### src/hdl/wavelet_coeff_quantizer_assert.svh
// assertion macros for the coefficient quantizer
`ifndef WAVELET_COEFF_QUANTIZER_ASSERT_SVH
`define WAVELET_COEFF_QUANTIZER_ASSERT_SVH

`ifndef SYNTHESIS
`define WCQ_ASSERT_IMPL(label, clk, rst_n, a, b, msg) \
  label: assert property (@(posedge clk) disable iff (!rst_n) (a) |-> (b)) else $error(msg);
`define WCQ_ASSERT_NEXT(label, clk, rst_n, a, b, msg) \
  label: assert property (@(posedge clk) disable iff (!rst_n) (a) |=> (b)) else $error(msg);
`else
`define WCQ_ASSERT_IMPL(label, clk, rst_n, a, b, msg)
`define WCQ_ASSERT_NEXT(label, clk, rst_n, a, b, msg)
`endif

`endif

### src/hdl/wcq_pkg.sv
package wcq_pkg;

  localparam int DATA_W     = 16;
  localparam int DIV_BITS   = 4;
  localparam int DIV_STAGES = DATA_W / DIV_BITS;

  localparam logic [0:0] REG_STEP = 1'b0;
  localparam logic [0:0] REG_BIAS = 1'b1;

  localparam logic MODE_QUANT   = 1'b0;
  localparam logic MODE_DEQUANT = 1'b1;

  typedef struct packed {
    logic [DATA_W-1:0] rem;
    logic [DATA_W-1:0] dvd;
    logic [DATA_W-1:0] quo;
    logic [DATA_W-1:0] dsr;
  } div_t;

  typedef struct packed {
    logic              mode;
    logic              neg;
    logic [DATA_W-1:0] lmag;
    logic              lpos;
    logic [DATA_W-1:0] recon;
    logic              clip;
  } side_t;

  typedef struct packed {
    logic                mode;
    logic                neg;
    logic [DATA_W-1:0]   lmag;
    logic                lpos;
    logic [2*DATA_W-1:0] prod;
    div_t                div;
  } front_t;

endpackage

### src/hdl/wcq_front.sv
module wcq_front (
  input  logic                 clk,
  input  logic                 en,
  input  logic                 mode,
  input  logic signed [15:0]   coefficient,
  input  logic [15:0]          level_magnitude,
  input  logic                 level_positive,
  input  logic [15:0]          quant_step,
  input  logic [15:0]          quant_bias,
  output wcq_pkg::front_t      f_out
);
  import wcq_pkg::*;

  logic [15:0] step_eff;
  logic        neg;
  logic [16:0] mag;
  logic [16:0] up;
  logic [15:0] dividend;
  front_t      f_nxt;
  front_t      f_r;

  always_comb begin
    step_eff = (quant_step == 16'd0) ? 16'd1 : quant_step;
    neg      = coefficient[15];
    mag      = neg ? (17'h10000 - {1'b0, coefficient}) : {1'b0, coefficient};
    up       = mag + {2'b0, step_eff[15:1]};
    dividend = (up >= {1'b0, quant_bias}) ? 16'(up - {1'b0, quant_bias}) : 16'd0;

    f_nxt.mode    = mode;
    f_nxt.neg     = neg;
    f_nxt.lmag    = level_magnitude;
    f_nxt.lpos    = level_positive;
    f_nxt.prod    = level_magnitude * step_eff;
    f_nxt.div.rem = '0;
    f_nxt.div.dvd = dividend;
    f_nxt.div.quo = '0;
    f_nxt.div.dsr = step_eff;
  end

  always_ff @(posedge clk) begin
    if (en) begin
      f_r <= f_nxt;
    end
  end

  assign f_out = f_r;

endmodule

### src/hdl/wcq_div_stage.sv
module wcq_div_stage (
  input  logic           clk,
  input  logic           en,
  input  wcq_pkg::div_t  d_in,
  input  wcq_pkg::side_t sd_in,
  output wcq_pkg::div_t  d_out,
  output wcq_pkg::side_t sd_out
);
  import wcq_pkg::*;

  div_t  d_nxt;
  div_t  d_r;
  side_t sd_r;

  // restoring division, DIV_BITS quotient bits per stage
  always_comb begin
    logic [DATA_W:0] trial;
    d_nxt = d_in;
    for (int k = 0; k < DIV_BITS; k++) begin
      trial     = {d_nxt.rem, d_nxt.dvd[DATA_W-1]};
      d_nxt.dvd = {d_nxt.dvd[DATA_W-2:0], 1'b0};
      if (trial >= {1'b0, d_nxt.dsr}) begin
        d_nxt.rem = DATA_W'(trial - {1'b0, d_nxt.dsr});
        d_nxt.quo = {d_nxt.quo[DATA_W-2:0], 1'b1};
      end else begin
        d_nxt.rem = trial[DATA_W-1:0];
        d_nxt.quo = {d_nxt.quo[DATA_W-2:0], 1'b0};
      end
    end
  end

  always_ff @(posedge clk) begin
    if (en) begin
      d_r  <= d_nxt;
      sd_r <= sd_in;
    end
  end

  assign d_out  = d_r;
  assign sd_out = sd_r;

endmodule

### src/hdl/wavelet_coeff_quantizer.sv
// an accepted item passes the front register, four divider stages and the output register, then shows on out_valid
// throughput: one item per cycle unless out_stall holds the pipeline; the 16-bit divider is four stages of four bits
// a stalled output holds its item while emptier stages keep accepting
// reset: synchronous active-low rst_n empties the pipeline, quant_step to 1, quant_bias to 0
module wavelet_coeff_quantizer (
  input  logic               clk,
  input  logic               rst_n,
  input  logic               in_valid,
  output logic               in_stall,
  input  logic               in_mode,
  input  logic signed [15:0] in_coefficient,
  input  logic [15:0]        in_level_magnitude,
  input  logic               in_level_positive,
  output logic               out_valid,
  input  logic               out_stall,
  output logic signed [15:0] out_value,
  output logic [15:0]        out_magnitude,
  output logic               out_positive,
  output logic               out_clipped,
  input  logic               psel,
  input  logic               penable,
  input  logic               pwrite,
  input  logic [2:0]         paddr,
  input  logic [31:0]        pwdata,
  output logic [31:0]        prdata,
  output logic               pready
);
  import wcq_pkg::*;

  `include "wavelet_coeff_quantizer_assert.svh"

  localparam int NSTG = DIV_STAGES + 2;

  logic [15:0]     step_r;
  logic [15:0]     bias_r;
  logic [NSTG-1:0] v_r;
  logic [NSTG-1:0] v_nxt;
  logic [NSTG-1:0] rdy;

  front_t f;
  div_t   dv [DIV_STAGES+1];
  side_t  sd [DIV_STAGES+1];
  side_t  sd_rec;

  logic [32:0] r_sum;

  logic signed [15:0] val_r, val_nxt;
  logic [15:0]        mag_r, mag_nxt;
  logic               pos_r, pos_nxt;
  logic               clip_r, clip_nxt;
  logic               mode_r;

  // configuration
  assign pready = 1'b1;

  always_ff @(posedge clk) begin
    if (!rst_n) begin
      step_r <= 16'd1;
      bias_r <= 16'd0;
    end else if (psel && penable && pwrite && pready) begin
      unique case (paddr[2])
        REG_STEP: step_r <= pwdata[15:0];
        REG_BIAS: bias_r <= pwdata[15:0];
        default:  ;
      endcase
    end
  end

  always_comb begin
    unique case (paddr[2])
      REG_STEP: prdata = {16'd0, step_r};
      REG_BIAS: prdata = {16'd0, bias_r};
      default:  prdata = '0;
    endcase
  end

  // pipeline flow control
  always_comb begin
    rdy[NSTG-1] = !v_r[NSTG-1] || !out_stall;
    for (int i = NSTG - 2; i >= 0; i--) begin
      rdy[i] = !v_r[i] || rdy[i+1];
    end
    v_nxt = v_r;
    for (int i = 0; i < NSTG; i++) begin
      if (rdy[i]) begin
        v_nxt[i] = (i == 0) ? in_valid : v_r[(i == 0) ? 0 : i - 1];
      end
    end
  end

  always_ff @(posedge clk) begin
    if (!rst_n) begin
      v_r <= '0;
    end else begin
      v_r <= v_nxt;
    end
  end

  assign in_stall  = !rdy[0];
  assign out_valid = v_r[NSTG-1];

  wcq_front u_front (
    .clk             (clk),
    .en              (rdy[0]),
    .mode            (in_mode),
    .coefficient     (in_coefficient),
    .level_magnitude (in_level_magnitude),
    .level_positive  (in_level_positive),
    .quant_step      (step_r),
    .quant_bias      (bias_r),
    .f_out           (f)
  );

  // reconstruction: level times step plus bias, negated if negative, saturated; a zero level gives zero
  always_comb begin
    r_sum       = {1'b0, f.prod} + {17'd0, bias_r};
    sd_rec.mode = f.mode;
    sd_rec.neg  = f.neg;
    sd_rec.lmag = f.lmag;
    sd_rec.lpos = f.lpos;
    if (f.lpos) begin
      sd_rec.clip  = (r_sum > 33'd32767);
      sd_rec.recon = sd_rec.clip ? 16'h7fff : r_sum[15:0];
    end else begin
      sd_rec.clip  = (r_sum > 33'd32768);
      sd_rec.recon = sd_rec.clip ? 16'h8000 : 16'(17'h10000 - r_sum[16:0]);
    end
    if (f.lmag == 16'd0) begin
      sd_rec.clip  = 1'b0;
      sd_rec.recon = 16'd0;
    end
  end

  assign sd[0] = sd_rec;
  assign dv[0] = f.div;

  for (genvar k = 0; k < DIV_STAGES; k++) begin : g_div
    wcq_div_stage u_div (
      .clk    (clk),
      .en     (rdy[k+1]),
      .d_in   (dv[k]),
      .sd_in  (sd[k]),
      .d_out  (dv[k+1]),
      .sd_out (sd[k+1])
    );
  end

  // result assembly
  always_comb begin
    if (sd[DIV_STAGES].mode == MODE_QUANT) begin
      mag_nxt  = dv[DIV_STAGES].quo;
      val_nxt  = sd[DIV_STAGES].neg ? 16'(17'h10000 - {1'b0, dv[DIV_STAGES].quo})
                                    : dv[DIV_STAGES].quo;
      pos_nxt  = !sd[DIV_STAGES].neg && (dv[DIV_STAGES].quo != 16'd0);
      clip_nxt = 1'b0;
    end else begin
      mag_nxt  = sd[DIV_STAGES].lmag;
      val_nxt  = sd[DIV_STAGES].recon;
      pos_nxt  = sd[DIV_STAGES].lpos && (sd[DIV_STAGES].lmag != 16'd0);
      clip_nxt = sd[DIV_STAGES].clip;
    end
  end

  always_ff @(posedge clk) begin
    if (rdy[NSTG-1]) begin
      val_r  <= val_nxt;
      mag_r  <= mag_nxt;
      pos_r  <= pos_nxt;
      clip_r <= clip_nxt;
      mode_r <= sd[DIV_STAGES].mode;
    end
  end

  assign out_value     = val_r;
  assign out_magnitude = mag_r;
  assign out_positive  = pos_r;
  assign out_clipped   = clip_r;

  `WCQ_ASSERT_IMPL(a_quant_no_clip, clk, rst_n, out_valid && (mode_r == MODE_QUANT), !out_clipped, "clipped set on a quantized item")
  `WCQ_ASSERT_IMPL(a_zero_level, clk, rst_n, out_valid && (out_magnitude == 16'd0), !out_positive && (out_value == 16'sd0) && !out_clipped, "zero magnitude with nonzero result")
  `WCQ_ASSERT_IMPL(a_full_stall, clk, rst_n, (&v_r) && out_stall, in_stall, "input taken while pipeline is full and stalled")
  `WCQ_ASSERT_NEXT(a_hold_stalled, clk, rst_n, out_valid && out_stall, out_valid && $stable(out_value) && $stable(out_magnitude), "stalled result lost or changed")

endmodule
### config.mk
export PLATFORM = sky130hd
export DESIGN_NAME = wavelet_coeff_quantizer
export DESIGN_NICKNAME = d
export VERILOG_FILES = /design/src/hdl/wcq_pkg.sv /design/src/hdl/wcq_front.sv /design/src/hdl/wcq_div_stage.sv /design/src/hdl/wavelet_coeff_quantizer.sv
export VERILOG_INCLUDE_DIRS = /design/src /design/src/hdl
export SDC_FILE = /design/constraint.sdc
export NUM_CORES = 2
export LEC_CHECK = 0
export BUFFER_PORTS_ARGS = -buffer_cell sky130_fd_sc_hd__clkbuf_2
export CORE_MARGIN = 5
export CORE_UTILIZATION = 55
export CTS_BUF_LIST = sky130_fd_sc_hd__clkbuf_8
export DETAILED_ROUTE_END_ITERATION = 10
export PLACE_DENSITY = 0.72
export SLEW_MARGIN = 25
export SYNTH_ARGS = -nofsm -noshare
export SYNTH_HDL_FRONTEND = slang
export SYNTH_SLANG_ARGS = --single-unit
### constraint.sdc
create_clock -name clk -period 31.8 [get_ports clk]
set_clock_uncertainty 0.15 [all_clocks]
set_input_delay 6.36 -clock clk [delete_from_list [all_inputs] [get_ports clk]]
set_output_delay 6.36 -clock clk [all_outputs]
set_load 0.01 [all_outputs]
==> results.md <==
* CP endpoint kind: output port
* Most common cell after layout, fill and taps aside: inv_1
* Final setup TNS at 0 ns
* Tmin final at 14.22 ns
* Area delta synth->final at 7.204%
* Worst hold path depth at 0
* Sequential fraction of the synthesis area at roughly 33%
* Cts hold-fix bufs at 0
* Vias in the first global route at between 20000 and 30000
* Area share of the largest cell type after synthesis at about a third
* Clock-pin transition on the worst setup and hold timing paths at around 0.060 ns
* CTS tree: built
* Syn_area_per_cell at between 9 and 10 µm²
* Critical path data required time at approximately 25 ns
* Worst path max stage delay at between 0.4 and 0.5 ns
* Cell taking the most area after synthesis: edfxtp_1
* Die X at approximately 280 µm
* Crit-path slowest cell: and3_1
* Post-synth cell types at just over 100
* CP top delay family: simple AND/OR/NAND/NOR gates
* First-pass GRT wire length at roughly 150 mm
* Initial antenna violation count at 5
* Synth area leaders: edfxtp_1 32%, ha_1 12%, fa_1 11%
* Vias per Instance at slightly below 6
* Post-CTS Resized at 0
* Cells after Synth at between 4000 and 5000
* Worst Hold Launch: g_div[0].u_div.sd_out[25]$_DFFE_PP_
* DR iter-0 viols at about 2300
* Dpl hpwl at between 70 and 80 mm
* Warnings from Yosys at 0
* Endpoints failing setup at 0
* Site row count at between 90 and 100
* R2r setup slk at ~19 ns
* Max-Cap Viols at 0
* Worst Path Buf+Inv at 3
* Final period util at between 40% and 50%
* Final Wtd Congestion at 0.9069
* Max-slew violations at 0
* Ratio of cells with drive above 1 in the final layout at between 10% and 20%
* Critical Path Fanout Max at 5
* Register bit total from synthesis at around 460
* H-tree depth at 3
* DIE HEIGHT at ~280 µm
* PortBufs at roughly 110
* Startpoint types: input pin
* Largest net degree at the start of global routing at 85
* Total Nets Final at ~4800
* Clock Latency Late Sink at about 0.66 ns
* Clock root cell: clkbuf_8
* Routed wire length per instance at 18.72 µm
* Detail Route Antenna Nets at 0
* Cell Area, Synth at about 0.04 mm²
* Core area at 0.07271 mm²
* Initial Util at between 50% and 60%
* Post-synth EDFFs at ~420
* Pre-antenna DRT Iters at 6
* Origin of the critical flop-to-flop path: g_div[0].u_div.d_out[1]$_DFFE_PP_
* Ys flop type: edfxtp_1
* Largest buffer count on any clock path at 3
* Post-CTS Setup Inserts at 0
* RSZ-0062 raised after global routing: false
* Setup CP Type: input pin to output port
* Crit-path cells: clkbuf_2 -> and3_1 -> and3_1 -> nand3_4 -> inv_1 -> clkbuf_2
* Post-synth ARST share at 0%
* Hold WC Path Type: flop to flop
* Slew @ Worst Pin at around 1.1 ns
* Max frequency at roughly 70 MHz
* GRT Total Usage at about a quarter
* Die Area at between 0.07 and 0.08 mm²
* Slew margin rel. at 27.44%
* Worst Hold End: g_div[1].u_div.sd_out[25]$_DFFE_PP_
* IO Pins at ~150
* R2r endpoint: g_div[1].u_div.d_out[54]$_DFFE_PP_
* Most frequent cells in the layout: 443 x inv_1, 425 x nand2_1, 421 x edfxtp_1
* Total wire length at about 96 mm
* Drc violations at 0
* Total gr overflow at 0
* Fin. Hold Viols at 0
* Arr. time, crit path at just under 8 ns
* DR vias at roughly 30000
* Status: completed
* CTS Buf Count at 77
* Clk sink count at roughly 460
* Worst R2R Path Depth at 44
-- worst max-delay path by stage --
stage          startpoint        end  slack (ns)  cells past startpoint
4_1_cts         out_stall   in_stall       17.58                      6
5_1_grt         out_stall   in_stall       17.50                      6
6_report        out_stall   in_stall       17.58                      6
3_5_place_dp    out_stall   in_stall       17.58                      6
3_3_place_gp     paddr[2]  prdata[2]       17.62                      3
2_1_floorplan   out_stall   in_stall       15.93                      4
-- layout make-up --
class,count,area [µm²]
fill,6118,29700
inverter,432,1623
timing repair buffer,134,740.7
antenna,4,10.01
tap,959,1200
multi-input combinational,3025,24520
clock inverter,63,435.4
sequential,459,13400
clock buffer,78,1074
-- state kept, by name (all words and copies together), names as in the netlist --
name,cells
g_div.u_div.d_out,160
g_div.u_div.sd_out,144
u_front.f_out,83
bias_r,16
out_magnitude,16
out_value,16
step_r,16
v_r,6
out_clipped,1
out_positive,1
-- per-stage QoR --
step	instances	worst slack [ns]	instance area, µm²	hold slack [ns]	util [%]
after floorplan	4054	15.93	40180	0.2503	-
after global placement	5008	17.62	41460	0.2505	57.03
after detailed placement	5008	17.58	41470	0.2545	57.04
after CTS	5149	17.58	42980	0.2479	59.11
after global routing	5152	17.50	43010	0.2580	59.15
final	5154	17.58	43010	0.2587	59.15
-- worst register-to-register path, delay by kind of cell (launching register included) --
| kind | cells | cell delay, ns |
|---|---|---|
| AOI/OAI and AO/OA | 21 | 6.01 |
| muxes | 2 | 0.81 |
| DFF | 1 | 0.50 |
| buffers and inverters | 5 | 0.97 |
| adders and majority gates | 4 | 1.28 |
| and+or+nand+nor | 12 | 2.67 |
-- metal layers --
metal  up-vias  GRT usage, %  part of all wire [%]
met5         -             0                 0.013
met1     14352         33.30                    43
li1      14448             -                     -
met2      1001         39.70                    46
met3       184         4.135                   7.2
met4         2         7.671                   3.2
-- Yosys cell counts (all sizes together), types with 41 or more instances --
master and instances:
nor3 73, a21oi 219, nor4 41, a21boi 49, ha 397, nand2 430
o21ai 192, and2 110, buf 45, xor2 80, fa 211, clkbuf 93
mux2 145, nand4 52, nor2 199, inv 430, nor2b 42, edfxtp 421
a21o 70, nand3 66, xnor2 164, o21a 57
-- kinds of logic after synthesis --
logic type | Yosys count | share of synthesized area, %
adder cells (fa/ha/maj) | 608 | 22.91
flip-flops | 459 | 33.41
AND/OR/NAND/NOR | 1159 | 14.07
buffers and inverters | 570 | 5.717
AO/OA/AOI/OAI | 826 | 13.60
other | 2 | 0.01872
multiplexers | 171 | 4.952
XOR/XNOR | 244 | 5.327
Power is not shown: default switching activity piles up to over one toggle a cycle in this logic, so the estimate is an artifact.
